`config.mk`:
```
export PLATFORM = sky130hd
export DESIGN_NAME = calibrated_sensor_to_angle_core
export DESIGN_NICKNAME = d
export VERILOG_FILES = /design/src/sv/csa_pkg.sv /design/src/sv/calibrated_sensor_to_angle_core.sv /design/src/sv/csa_ctrl.sv /design/src/sv/csa_dp.sv
export SDC_FILE = /design/constraint.sdc
export NUM_CORES = 1
export LEC_CHECK = 0
export ABC_AREA = 0
export BUFFER_PORTS_ARGS = -buffer_cell sky130_fd_sc_hd__buf_2
export CELL_PAD_IN_SITES_DETAIL_PLACEMENT = 1
export CELL_PAD_IN_SITES_GLOBAL_PLACEMENT = 1
export CORE_ASPECT_RATIO = 0.5
export CORE_MARGIN = 2
export CORE_UTILIZATION = 50
export CTS_BUF_LIST = sky130_fd_sc_hd__clkbuf_4
export CTS_CLUSTER_SIZE = 28
export DETAILED_ROUTE_END_ITERATION = 7
export HOLD_SLACK_MARGIN = 0.1
export PLACE_DENSITY = 0.83
export SYNTH_ARGS = -nofsm -noshare
export SYNTH_HDL_FRONTEND = slang
export SYNTH_SLANG_ARGS = --single-unit
```
`constraint.sdc`:
```
create_clock -name clk -period 5.35 [get_ports clk]
set_input_delay 0.535 -clock clk [delete_from_list [all_inputs] [get_ports clk]]
set_output_delay 0.535 -clock clk [all_outputs]
set_load 0.05 [all_outputs]
```
`src/sv/csa_pkg.sv`:
```
// Shared types and constants for the calibrated sensor-to-angle block.
// No dependencies; imported by csa_ctrl, csa_dp and the top level.
package csa_pkg;

  localparam int SampleBitsDef = 12;
  localparam int CountW        = 10;
  localparam int AngleW        = 8;
  localparam int CfgDataW      = 10;
  localparam int CfgIdxW       = 2;
  localparam int DivSteps      = AngleW;
  localparam int StepW         = $clog2(DivSteps);

  localparam logic [CfgIdxW-1:0] CfgCalibSamples = CfgIdxW'(0);
  localparam logic [CfgIdxW-1:0] CfgMaxAngle     = CfgIdxW'(1);

  localparam logic [CountW-1:0] CalibSamplesRst = CountW'(100);
  localparam logic [AngleW-1:0] MaxAngleRst     = AngleW'(179);

  // Commands from the controller to the datapath.
  typedef struct packed {
    logic take;      // capture a request and classify it
    logic mul;       // form the scaled numerator
    logic div_step;  // one restoring division step
    logic load_out;  // move the result into the output register
  } csa_cmd_t;

  // Status from the datapath to the controller.
  typedef struct packed {
    logic direct;    // result known at capture, no division needed
  } csa_sts_t;

endpackage

```
`src/sv/calibrated_sensor_to_angle_core.sv`:
```
// Top level of the calibrated sensor-to-angle block.
// Depends on csa_pkg, csa_ctrl and csa_dp.
//
//  channel | handshake           | payload
//  --------+---------------------+-------------------------------
//  in      | in_valid, in_stall  | sample
//  out     | out_valid, out_stall| angle, calibrating, indicator
//  cfg     | cfg_we (no wait)    | cfg_index, cfg_data
//
// A calibration request passes through capture and result hand-off. A mapped
// request whose result is known at capture (empty range, at or beyond an
// extreme) does the same; otherwise it passes through capture, a multiply
// step, eight restoring divide steps (one quotient bit each) and hand-off.
// Reset is synchronous and restores the calibration state and register
// defaults. A result waiting on out_stall holds in the output register while
// the next request is accepted and worked on; that request then holds in its
// hand-off step until the output register frees.
module calibrated_sensor_to_angle_core #(
  parameter int SAMPLE_BITS = csa_pkg::SampleBitsDef
) (
  input  logic                          clk,
  input  logic                          rst,
  input  logic                          in_valid,
  output logic                          in_stall,
  input  logic [SAMPLE_BITS-1:0]        sample,
  output logic                          out_valid,
  input  logic                          out_stall,
  output logic [csa_pkg::AngleW-1:0]    angle,
  output logic                          calibrating,
  output logic                          indicator,
  input  logic                          cfg_we,
  input  logic [csa_pkg::CfgIdxW-1:0]   cfg_index,
  input  logic [csa_pkg::CfgDataW-1:0]  cfg_data
);
  import csa_pkg::*;

  csa_cmd_t cmd;
  csa_sts_t sts;

  // Sequence each request: capture, optional multiply and divide, hand-off.
  csa_ctrl u_ctrl (
    .clk       (clk),
    .rst       (rst),
    .in_valid  (in_valid),
    .in_stall  (in_stall),
    .out_valid (out_valid),
    .out_stall (out_stall),
    .sts       (sts),
    .cmd       (cmd)
  );

  // Track extremes, blink, map samples and hold the output payload.
  csa_dp #(
    .SAMPLE_BITS (SAMPLE_BITS)
  ) u_dp (
    .clk         (clk),
    .rst         (rst),
    .sample      (sample),
    .cfg_we      (cfg_we),
    .cfg_index   (cfg_index),
    .cfg_data    (cfg_data),
    .cmd         (cmd),
    .sts         (sts),
    .angle       (angle),
    .calibrating (calibrating),
    .indicator   (indicator)
  );

endmodule

```
`src/sv/csa_ctrl.sv`:
```
// Controller for the sensor-to-angle block: sequences capture, multiply,
// serial divide and result hand-off. Depends on csa_pkg.
module csa_ctrl (
  input  logic              clk,
  input  logic              rst,
  input  logic              in_valid,
  output logic              in_stall,
  output logic              out_valid,
  input  logic              out_stall,
  input  csa_pkg::csa_sts_t sts,
  output csa_pkg::csa_cmd_t cmd
);
  import csa_pkg::*;

  typedef enum logic [3:0] {
    S_IDLE  = 4'b0001,
    S_MUL   = 4'b0010,
    S_DIV   = 4'b0100,
    S_WRITE = 4'b1000
  } state_t;

  state_t           state, state_next;
  logic [StepW-1:0] step;
  logic             take, out_free;

  assign in_stall = (state != S_IDLE);
  assign take     = in_valid && (state == S_IDLE);
  assign out_free = !out_valid || !out_stall;

  always_comb begin
    state_next = state;
    unique case (state)
      S_IDLE:  if (in_valid) state_next = sts.direct ? S_WRITE : S_MUL;
      S_MUL:   state_next = S_DIV;
      S_DIV:   if (step == StepW'(DivSteps - 1)) state_next = S_WRITE;
      S_WRITE: if (out_free) state_next = S_IDLE;
      default: state_next = S_IDLE;
    endcase
  end

  always_comb begin
    cmd.take     = take;
    cmd.mul      = (state == S_MUL);
    cmd.div_step = (state == S_DIV);
    cmd.load_out = (state == S_WRITE) && out_free;
  end

  always_ff @(posedge clk) begin
    if (rst) begin
      state     <= S_IDLE;
      step      <= '0;
      out_valid <= 1'b0;
    end else begin
      state <= state_next;
      if (state == S_DIV) step <= step + StepW'(1);
      else                step <= '0;
      if (cmd.load_out)    out_valid <= 1'b1;
      else if (!out_stall) out_valid <= 1'b0;
    end
  end

endmodule

```
`src/sv/csa_dp.sv`:
```
// Datapath for the sensor-to-angle block: calibration state, configuration,
// multiplier, restoring divider and output register. Depends on csa_pkg.
module csa_dp #(
  parameter int SAMPLE_BITS = csa_pkg::SampleBitsDef
) (
  input  logic                          clk,
  input  logic                          rst,
  input  logic [SAMPLE_BITS-1:0]        sample,
  input  logic                          cfg_we,
  input  logic [csa_pkg::CfgIdxW-1:0]   cfg_index,
  input  logic [csa_pkg::CfgDataW-1:0]  cfg_data,
  input  csa_pkg::csa_cmd_t             cmd,
  output csa_pkg::csa_sts_t             sts,
  output logic [csa_pkg::AngleW-1:0]    angle,
  output logic                          calibrating,
  output logic                          indicator
);
  import csa_pkg::*;

  localparam int ProdW = SAMPLE_BITS + AngleW;

  logic [CountW-1:0]      calib_samples, calib_count;
  logic [AngleW-1:0]      max_angle;
  logic [SAMPLE_BITS-1:0] low_seen, high_seen;
  logic                   blink_level;

  logic [SAMPLE_BITS-1:0] diff, range_w, rem;
  logic [AngleW-1:0]      quo;
  logic                   res_cal, res_ind;

  logic                   in_calib, empty_range, at_low, at_high;
  logic [ProdW-1:0]       prod;
  logic [SAMPLE_BITS:0]   trial;
  logic                   fits;

  assign in_calib    = (calib_count < calib_samples);
  assign empty_range = (high_seen <= low_seen);
  assign at_low      = (sample <= low_seen);
  assign at_high     = (sample >= high_seen);
  assign sts.direct  = in_calib || empty_range || at_low || at_high;

  assign prod  = ProdW'(diff) * ProdW'(max_angle);
  assign trial = {rem, quo[AngleW-1]};
  assign fits  = (trial >= {1'b0, range_w});

  always_ff @(posedge clk) begin
    if (rst) begin
      calib_samples <= CalibSamplesRst;
      max_angle     <= MaxAngleRst;
      low_seen      <= '1;
      high_seen     <= '0;
      calib_count   <= '0;
      blink_level   <= 1'b1;
    end else begin
      if (cfg_we) begin
        unique case (cfg_index)
          CfgCalibSamples: calib_samples <= cfg_data[CountW-1:0];
          CfgMaxAngle:     max_angle     <= cfg_data[AngleW-1:0];
          default: ;
        endcase
      end
      if (cmd.take && in_calib) begin
        if (sample < low_seen)  low_seen  <= sample;
        if (sample > high_seen) high_seen <= sample;
        if (!calib_count[0])    blink_level <= !blink_level;
        calib_count <= calib_count + CountW'(1);
      end
    end
  end

  // Numerator is below range * 2^AngleW, so the quotient fits in AngleW bits.
  always_ff @(posedge clk) begin
    if (cmd.take) begin
      diff    <= sample - low_seen;
      range_w <= high_seen - low_seen;
      res_cal <= in_calib;
      res_ind <= in_calib && blink_level;
      if (in_calib || empty_range || at_low) quo <= '0;
      else                                   quo <= max_angle;
    end else if (cmd.mul) begin
      rem <= prod[ProdW-1:AngleW];
      quo <= prod[AngleW-1:0];
    end else if (cmd.div_step) begin
      rem <= fits ? SAMPLE_BITS'(trial - {1'b0, range_w}) : trial[SAMPLE_BITS-1:0];
      quo <= {quo[AngleW-2:0], fits};
    end
  end

  always_ff @(posedge clk) begin
    if (cmd.load_out) begin
      angle       <= quo;
      calibrating <= res_cal;
      indicator   <= res_ind;
    end
  end

endmodule
```
== Yosys cells after proc, flatten, opt, wreduce, memory -nomap -nowiden ==
Cells that the tools add are included.
Cells by class
  add/sub/neg operators: 5
  $mul: 1
  divide/modulo/power cells: 0
  $lt $le $gt $ge: 7
  eq/ne operators: 11
  shifts and indexed selects: 0
  multiplexer cells: 14
  bitwise operators: 3
  reduce and logical (&&, ||, !) cells: 22
Operators by type and width (count)
  $mux W12: 3
  $sub A12 B12 Y12: 3
  $mux W8: 4
  $le A12 B12 Y1: 2
  $mul A12 B8 Y20: 1
  $mux W4: 4
  $pmux W4 S4: 1
  $ge A13 B12 Y1: 1
  $ge A12 B12 Y1: 1
  $gt A12 B12 Y1: 1
  $lt A12 B12 Y1: 1
  $reduce_and A2 Y1: 6
  $add A10 B1 Y10 const B: 1
  $lt A10 B10 Y1: 1
  $ne A2 B1 Y1 const B: 3
  $eq A4 B1 Y1 const B: 1
  $eq A4 B2 Y1 const B: 1
  $eq A4 B3 Y1 const B: 1
  $eq A4 B4 Y1 const B: 1
  $logic_and A1 B1 Y1: 4
  $logic_or A1 B1 Y1: 4
  $ne A4 B1 Y1 const B: 1
  $add A3 B1 Y3 const B: 1
  $eq A3 B3 Y1 const B: 1
  other kinds (10): 15
Word-level totals
  flip-flop bits (word level): 117
  bits in latches: 0
  RAM bits: 0
  ROM bits: 0
  bits of input ports: 29
  memories kept: 0

== Logic depth before layout (Yosys ltp) ==
Gate-level depths: netlist (run 1).
  word-level depth: 7
  mapped depth: 18

== Cells and area by module ==
A second synthesis (run 1) with hierarchy kept.
Second synthesis, totals
  cell total of the unflattened synthesis: 1060
  area, all modules: 9753.1 um^2
By module, submodules not included
  csa_dp: times used 1, cells an instance 1021, area each 9374.0 um^2, seq. area each 2742.6 um^2
  csa_ctrl: times used 1, cells an instance 39, area each 379.1 um^2, seq. area each 160.2 um^2

== Worst setup path after synthesis (run 1) ==
No wires, ideal clock.
  path kind: register -> register
  start point: register u_dp.max_angle[6]
  end point: register u_dp.rem[10], data pin
  library setup time: 260 ps
  arrival time: 4615 ps
  data required time: 5090 ps
  slack: 474 ps
  stages on the path, launching flop included: 17
  path buffers: 1
  period minus slack after synthesis: 4876 ps
  cell sequence: dfxtp_1 -> clkbuf_1 -> and2_1 -> fa_1 -> fa_1 -> fa_1 -> inv_1 -> fa_1 -> inv_1 -> ha_1 -> a21oi_1 -> o21ai_0 -> a211oi_1 -> nor3_1 -> a2111oi_0 -> mux2i_1 -> nand3_1
Between the ends
  word-level cells in the longest chain between the ends: 2
RTL lines
  start, declared: RTL line csa_dp.sv:23  | logic [AngleW-1:0] max_angle;
  start signal, assigned: RTL line csa_dp.sv:49  | max_angle <= MaxAngleRst;
  start signal, assigned: RTL line csa_dp.sv:58  | CfgMaxAngle: max_angle <= cfg_data[AngleW-1:0];
  $mul A12 B8 Y20: RTL line csa_dp.sv:42  | assign prod = ProdW'(diff) * ProdW'(max_angle);
  $mux W12: RTL line csa_dp.sv:80  | end else if (cmd.mul) begin
  end signal, assigned: RTL line csa_dp.sv:81  | rem <= prod[ProdW-1:AngleW];
  end signal, assigned: RTL line csa_dp.sv:84  | rem <= fits ? SAMPLE_BITS'(trial - {1'b0, range_w}) : trial[SAMPLE_BITS-1:0];
  end, declared: RTL line csa_dp.sv:27  | logic [SAMPLE_BITS-1:0] diff, range_w, rem;
Every way passes these cells.
A chain may end at the register's enable or synchronous reset.

== Final worst setup path (run 1) ==
  start point: register u_dp.diff[2]
  end point: register u_dp.rem[10], data pin
Between the ends
  word-level cells in the longest chain between the ends: 2
RTL lines
  start, declared: RTL line csa_dp.sv:27
  start signal, assigned: RTL line csa_dp.sv:74  | diff <= sample - low_seen;
  $mul A12 B8 Y20: RTL line csa_dp.sv:42
  $mux W12: RTL line csa_dp.sv:80
Every way passes these cells.

==> metrics.md, run 1 <==
| Metric | Value |
|---|---|
| Routed wire length | `27.6 mm` |
| Non-Filler Instances | `1411` |
| Maximum VDD drop | `272 uV` |
| Worst path arrival time | `5420 ps` |
| Layout Nets | `1324` |
| Synth area leaders | `edfxtp_1 (17%), fa_1 (13%), ha_1 (13%), dfxtp_1 (12%), inv_1 (5.4%)` |
| Combinational power share | `61.2%` |
| Placed insts | `1379` |
| Vias | `8102` |
| Synth warnings | `0` |
| Initial core utilization | `51.1%` |
| Commonest non-fill, non-tap cell in the layout | `inv_1` |
| Final setup violation count | `0` |
| Outcome | `completed` |
| Cell Rows | `36` |
| ANT nets after route | `0` |
| Post-synth top area cell | `edfxtp_1` |
| Pwr Density | `424 nW/um^2` |
| Gr ovfl total | `0` |
| Final Wtd Congestion | `0.900` |
| 1st-pass router iterations | `5` |
| Synth Instances | `1097` |
| Vias in the first global route | `8593` |
| Syn Nets | `1289` |
| Max Clk Rate | `197 MHz` |
| Final Hold Vio Count | `0` |
| Syn avg cell area | `9.08 um^2` |
| Pins Over Slew Limit | `0` |
| Crit end category | `flip-flop` |
| Chip height | `104 um` |
| Clk sinks | `117` |
| Max-Slew Margin vs Limit | `23.4%` |
| Crit path launch type | `flip-flop` |
| CP max stage delay | `550 ps` |
| Synth-to-Final Area Change | `7.63%` |
| Slowest stage cell, crit path | `fa_1` |
| Switching Share | `46.0%` |
| Die Area | `21100 um^2` |
| CORE AREA | `19500 um^2` |
| Top fanout value on the critical path | `8` |
| Tcrit/Tclk final | `95.1%` |
| Sequential Power Share | `23.9%` |
| Clock buffer depth | `2` |
| EDFF count, synth | `56` |
| # hold bufs at CTS | `0` |
| Mapped cell area | `9960 um^2` |
| CTS tree | `yes` |
| Initial antenna violation count | `0` |
| Worst skew pair latency | `570 ps` |
| Port Buf Inserts | `40` |
| Final core occ | `54.9%` |
| Crit-path cells | `and2_1 > fa_1 > fa_1 > fa_1 > inv_1 > fa_1 > inv_1 > ha_1 > a21oi_1 > o21ai_1 > a211oi_2 > nor3_1 > a2111oi_2 > mux2i_1 > nand3_1` |
| Clock transition at the registers of the reported paths | `120 ps` |
| Initial DRC count | `543` |
| Final Critical Period | `5090 ps` |
| ANT cells | `0` |
| Max_cap viols | `0` |
| Post-synth top area share | `16.9%` |
| Num ports | `41` |
| Final worst clock skew | `23.9 ps` |
| Register area share after synthesis | `29.2%` |
| CTS Buf Count | `17` |
| Vias per cell | `5.74` |
| Switching pwr | `2090 uW` |
| Commonest cells after routing, fill and taps aside | `inv_1 (144), nand2_1 (105), ha_1 (100)` |
| Internal | `2450 uW` |
| Count of different cell masters after synthesis | `77` |
| CP most frequent cell | `fa_1` |
| Ys flop type | `dfxtp_1` |
| HP Class | `in -> reg` |
| Clock power frac | `14.9%` |
| Worst-Margin Slew | `1150 ps` |
| Largest net degree at the start of global routing | `47` |
| Detail Placement HPWL | `22.2 mm` |
| Die width | `204 um` |
| Wire length per cell | `19.5 um` |
| Pwr Total | `4540 uW` |
| Synth Register Bits | `117` |
| All-Layer GR Usage | `26.8%` |
| CP required | `5690 ps` |
| Post-route DRC | `0` |
| LEAKAGE | `0.00476 uW` |
| Async SR Flop Fraction | `0%` |
| First-pass GRT wire length | `44.4 mm` |
| WHS | `189 ps` |
| Max H-tree Level | `4` |
| WS Path Type | `reg -> reg` |
| Root Driver | `clkbuf_4` |
| Share of cells above drive strength 1 | `9.08%` |
-- power groups by stage --
stage	registers (uW)	logic [uW]	clock network [uW]
floorplan	1070	2030	0
global placement	1100	2530	0
detailed placement	1100	2730	0
CTS	1080	2750	684
global route	1100	3110	725
finish	1090	2780	676
-- per-layer routing --
| metal | vias to the layer above | global-route usage, % | routed length (um) |
|---|---|---|---|
| li1 | 3856 | - | - |
| met1 | 4032 | 35.9 | 13000 |
| met2 | 173 | 43.6 | 12800 |
| met3 | 41 | 6.10 | 1260 |
| met4 | 0 | 7.61 | 493 |
| met5 | - | 0 | 0 |
-- cells in the mapped netlist (4+ instances only) --
cell type / number
inv_1: 144
nand2_1: 105
ha_1: 100
and2_1: 84
fa_1: 63
dfxtp_1: 61
edfxtp_1: 56
nor2_1: 50
a21oi_1: 46
nand3_1: 42
o21ai_0: 42
clkbuf_1: 30
xnor2_1: 30
nor3_1: 22
mux2i_1: 18
o21a_1: 13
a21o_1: 12
nor2b_1: 12
nand4_1: 11
a2111oi_0: 10
a31oi_1: 9
o22ai_1: 9
a211oi_1: 8
xor2_1: 8
and3_1: 7
or3_1: 7
nand2b_1: 6
o211ai_1: 6
a211o_1: 5
nor4_1: 5
a21boi_0: 4
a22oi_1: 4
nand3b_1: 4
o311ai_0: 4
o31a_1: 4
-- worst paths after layout --
kind                            slack [ps]  cells after the start               endpoint    startpoint
worst max register to register         260                     15           u_dp.rem[10]  u_dp.diff[2]
worst min register to register         440                      0         u_dp.indicator  u_dp.res_ind
worst min-delay path                   190                      3  u_dp.calib_samples[8]   cfg_data[8]
worst max-delay path                   260                     15           u_dp.rem[10]  u_dp.diff[2]
-- worst max-delay path, delay by kind of cell (launching register included) --
family	cells	cell delay, ps
DFF	1	510
adders and majority gates	5	2530
buffers and inverters	2	110
muxes	1	260
AOI/OAI and AO/OA	4	1020
and+or+nand+nor	3	430
-- registers in the layout (all words and copies together) (netlist names) --
register            flops
u_dp.res_cal            1
u_dp.max_angle          8
u_ctrl.step             3
u_dp.low_seen          12
u_dp.indicator          1
u_dp.rem               12
u_dp.angle              8
u_dp.diff              12
u_dp.calibrating        1
u_dp.range_w           12
u_dp.res_ind            1
u_dp.calib_count       10
u_dp.blink_level        1
u_ctrl.state            4
u_ctrl.out_valid        1
u_dp.calib_samples     10
u_dp.high_seen         12
u_dp.quo                8
-- area by class of cell --
type / instances / area [um^2]
inverters: 145 / 544
clock inverters: 15 / 149
well taps: 266 / 333
fillers: 2312 / 8790
clock buffers: 17 / 128
flip-flops and latches: 117 / 2910
repair buffers: 52 / 290
multi-input cells: 799 / 6370
-- cells by family after synthesis --
family / count (synthesis) / synth area share [%]
buffers and inverters: 181 / 7.07
flip-flops: 117 / 29.2
multiplexers: 18 / 1.81
AND/OR/NAND/NOR: 375 / 19.3
XOR/XNOR: 38 / 3.34
AO/OA/AOI/OAI: 205 / 14.1
adder cells (fa/ha/maj): 163 / 25.2
-- what timing repair did --
item	in CTS	in global routing
gates resized for setup	0	6
setup buffers	0	0
setup endpoints to repair	0	2
-- through the flow --
step	setup slack [ps]	cell area, um^2	TNS (ps)
after floorplan	474	9960	0
after global placement	261	10400	0
after detailed placement	-36.5	10400	-36.5
after CTS	10.4	10700	0
after global routing	-26.7	10700	-26.7
final	264	10700	0
Power figures use the tool's default switching activity.
==> inputs of run 2 (changes only) <==
--- a/config.mk
+++ b/config.mk
@@ -17,6 +17,7 @@
 export DETAILED_ROUTE_END_ITERATION = 7
 export HOLD_SLACK_MARGIN = 0.1
 export PLACE_DENSITY = 0.83
+export SETUP_SLACK_MARGIN = 0.4
 export SYNTH_ARGS = -nofsm -noshare
 export SYNTH_HDL_FRONTEND = slang
 export SYNTH_SLANG_ARGS = --single-unit
==> constraint.sdc (replaced) <==
create_clock -name clk -period 5.8 [get_ports clk]
set_input_delay 0.58 -clock clk [delete_from_list [all_inputs] [get_ports clk]]
set_output_delay 0.58 -clock clk [all_outputs]
set_load 0.05 [all_outputs]
==> run 2 against run 1 <==
Power down 8.8%. Critical endpoint unchanged. Clock skew down 2.6 ps. Register-to-register slack better by 310 ps.
==> metrics.md, run 2 (same netlist as run 1, synthesis figures left out) <==
| Metric | Value |
|---|---|
| Outcome | `completed` |
| Max Clk Rate | `191 MHz (-2.6%)` |
| WS Path Type | `reg -> reg` |
| All-Layer GR Usage | `27.4% (+0.56 points)` |
| Final Critical Period | `5220 ps (+137 ps)` |
| Detail Placement HPWL | `21.8 mm (-1.6%)` |
| Gr ovfl total | `0 (unchanged)` |
| # fillers | `2285 (-1.2%)` |
| Root Driver | `clkbuf_4` |
| Die Area | `21100 um^2 (unchanged)` |
| Initial core utilization | `51.1% (unchanged)` |
| Vias in the first global route | `8690 (+1.1%)` |
| CORE AREA | `19500 um^2 (unchanged)` |
| FF-to-FF path depth | `15 (unchanged)` |
| Pwr Density | `389 nW/um^2 (-8.1%)` |
| Final setup TNS | `0 ps (unchanged)` |
| Maximum VDD drop | `225 uV (-17%)` |
| CP required | `6120 ps (+430 ps)` |
| Largest net degree at the start of global routing | `47 (unchanged)` |
| 1st-pass router iterations | `5 (unchanged)` |
| Final Hold Vio Count | `0 (unchanged)` |
| Top fanout value on the critical path | `8 (unchanged)` |
| Commonest non-fill, non-tap cell in the layout | `inv_1` |
| ANT nets after route | `0 (unchanged)` |
| Pwr Total | `4140 uW (-8.8%)` |
| Flop2flop setup slack | `580 ps (+310 ps)` |
| CTS tree | `yes` |
| Wire length per cell | `19.8 um (+1.4%)` |
| RR Startpoint | `u_dp.diff[6]` |
| Worst skew pair latency | `560 ps (about the same)` |
| Worst r2r dst | `u_dp.rem[10]` |
| Initial antenna violation count | `0 (unchanged)` |
| Final Wtd Congestion | `0.906 (+0.64%)` |
| GR Util met1 | `36.2% (+0.28 points)` |
| Commonest cells after routing, fill and taps aside | `inv_1 (144), nand2_1 (105), ha_1 (100)` |
| Cell Rows | `36 (unchanged)` |
| Clock transition at the registers of the reported paths | `130 ps (about the same)` |
| Tcrit/Tclk final | `90.1% (-5.0 points)` |
| Vias per cell | `5.78 (+0.73%)` |
| Layout Nets | `1318 (-0.45%)` |
| RSZ-0062 raised after global routing | `yes` |
| # hold bufs at CTS | `0 (unchanged)` |
| Global Route met3 Usage | `5.76% (-0.35 points)` |
| Die width | `204 um (unchanged)` |
| Final worst clock skew | `21.3 ps (-2.58 ps)` |
| CTS Buf Count | `17 (unchanged)` |
| Crit end category | `flip-flop` |
| Initial DRC count | `507 (-6.6%)` |
| Max_cap viols | `0 (unchanged)` |
| Synth-to-Final Area Change | `6.79%` |
| Min-Delay Startpoint | `cfg_data[9]` |
| Final setup violation count | `0 (unchanged)` |
| Routing usage on met2 | `45.3% (+1.8 points)` |
| Port Buf Inserts | `40 (unchanged)` |
| HP Class | `in -> reg` |
| Max H-tree Level | `4 (unchanged)` |
| Most Crowded Layer GR | `met2` |
| Vias | `8121 (+0.23%)` |
| Share of cells above drive strength 1 | `8.79% (-0.30 points)` |
| Chip height | `104 um (unchanged)` |
| Worst-Margin Slew | `1170 ps (+24.7 ps)` |
| Clk sinks | `117 (unchanged)` |
| LEAKAGE | `0.00472 uW (-0.84%)` |
| Num ports | `41 (unchanged)` |
| ANT cells | `0 (unchanged)` |
| Crit path launch type | `flip-flop` |
| Max-Slew Margin vs Limit | `21.8% (-1.6 points)` |
| Min-Delay Path Depth | `3 (unchanged)` |
| First-pass GRT wire length | `45.1 mm (+1.7%)` |
| Clock buffer depth | `2 (unchanged)` |
| Post-route DRC | `0 (unchanged)` |
| Routed wire length | `27.8 mm (+0.88%)` |
| Pins Over Slew Limit | `0 (unchanged)` |
| Hold Path End | `u_dp.calib_samples[9]` |
| Worst path arrival time | `5550 ps (+130 ps)` |
[run 2: changes by cell type in the layout (fill, tap and decap cells not counted), moves of 2 or more]
cell / change
buf_4: -6
clkbuf_4: +2
clkinv_1: -2
clkinv_2: +2
clkinv_4: -2
dfxtp_1: -3
dfxtp_2: +3
[run 2: area by class of cell]
type | count | area (um^2) | share of cell area (%)
repair buffers | 46 | 245 | 2.31
clock inverters | 12 | 101 | 0.953
inverters | 145 | 544 | 5.12
well taps | 266 | 333 | 3.13
flip-flops and latches | 117 | 2910 | 27.4
multi-input cells | 799 | 6360 | 59.8
clock buffers | 19 | 143 | 1.34
[run 2: per-layer routing]
metal | up-vias | routed length [um]
li1 | 3827 | -
met1 | 4070 | 12800
met2 | 175 | 13100
met3 | 49 | 1390
met4 | 0 | 485
met5 | - | 0
[run 2: what timing repair did]
item                       in CTS  in global routing
setup endpoints to repair       1                  2
resized for setup               2                  6
pin swaps                       0                  0
setup buffers                   0                  0
cloned                          0                  0
[run 2: per-stage QoR]
| step | hold WS (ps) | cells | cell area [um^2] | util (%) | worst slack (ps) |
|---|---|---|---|---|---|
| 2_1_floorplan | 400 | 1097 | 9960 | - | 924 |
| 3_5_place_dp | 437 | 1373 | 10400 | 53.2 | 374 |
| 3_3_place_gp | 416 | 1373 | 10400 | 53.2 | 640 |
| 4_1_cts | 208 | 1404 | 10600 | 54.5 | 406 |
| 6_report | 242 | 1404 | 10600 | 54.5 | 576 |
| 5_1_grt | 198 | 1404 | 10600 | 54.5 | 375 |
[run 2: report_power, final]
part           switching [uW]  total (uW)  internal, uW
clock network             356         577           221
registers                65.6        1010           940
logic                    1500        2560          1060
[run 2: critical path, cell delays in order, from the launching register on]
cell       delay, ps
edfxtp_1         540
and2_1           240
fa_1             570
fa_1             440
fa_1             560
inv_1             60
fa_1             530
inv_1             50
ha_1             360
a21oi_1          210
o21ai_1          140
a211oi_1         350
nor3_1           120
a2111oi_1        480
mux2i_1          250
nand3_1           90
[run 2: how the worst max path moves through the flow]
stage,from,endpoint,slack (ps)
floorplan,u_dp.max_angle[6],u_dp.rem[10],920
global placement,u_dp.max_angle[7],u_dp.rem[10],640
global route,u_dp.diff[4],u_dp.rem[10],370
finish,u_dp.diff[6],u_dp.rem[10],580
detailed placement,u_dp.max_angle[6],u_dp.rem[10],370
CTS,u_dp.max_angle[3],u_dp.rem[10],410
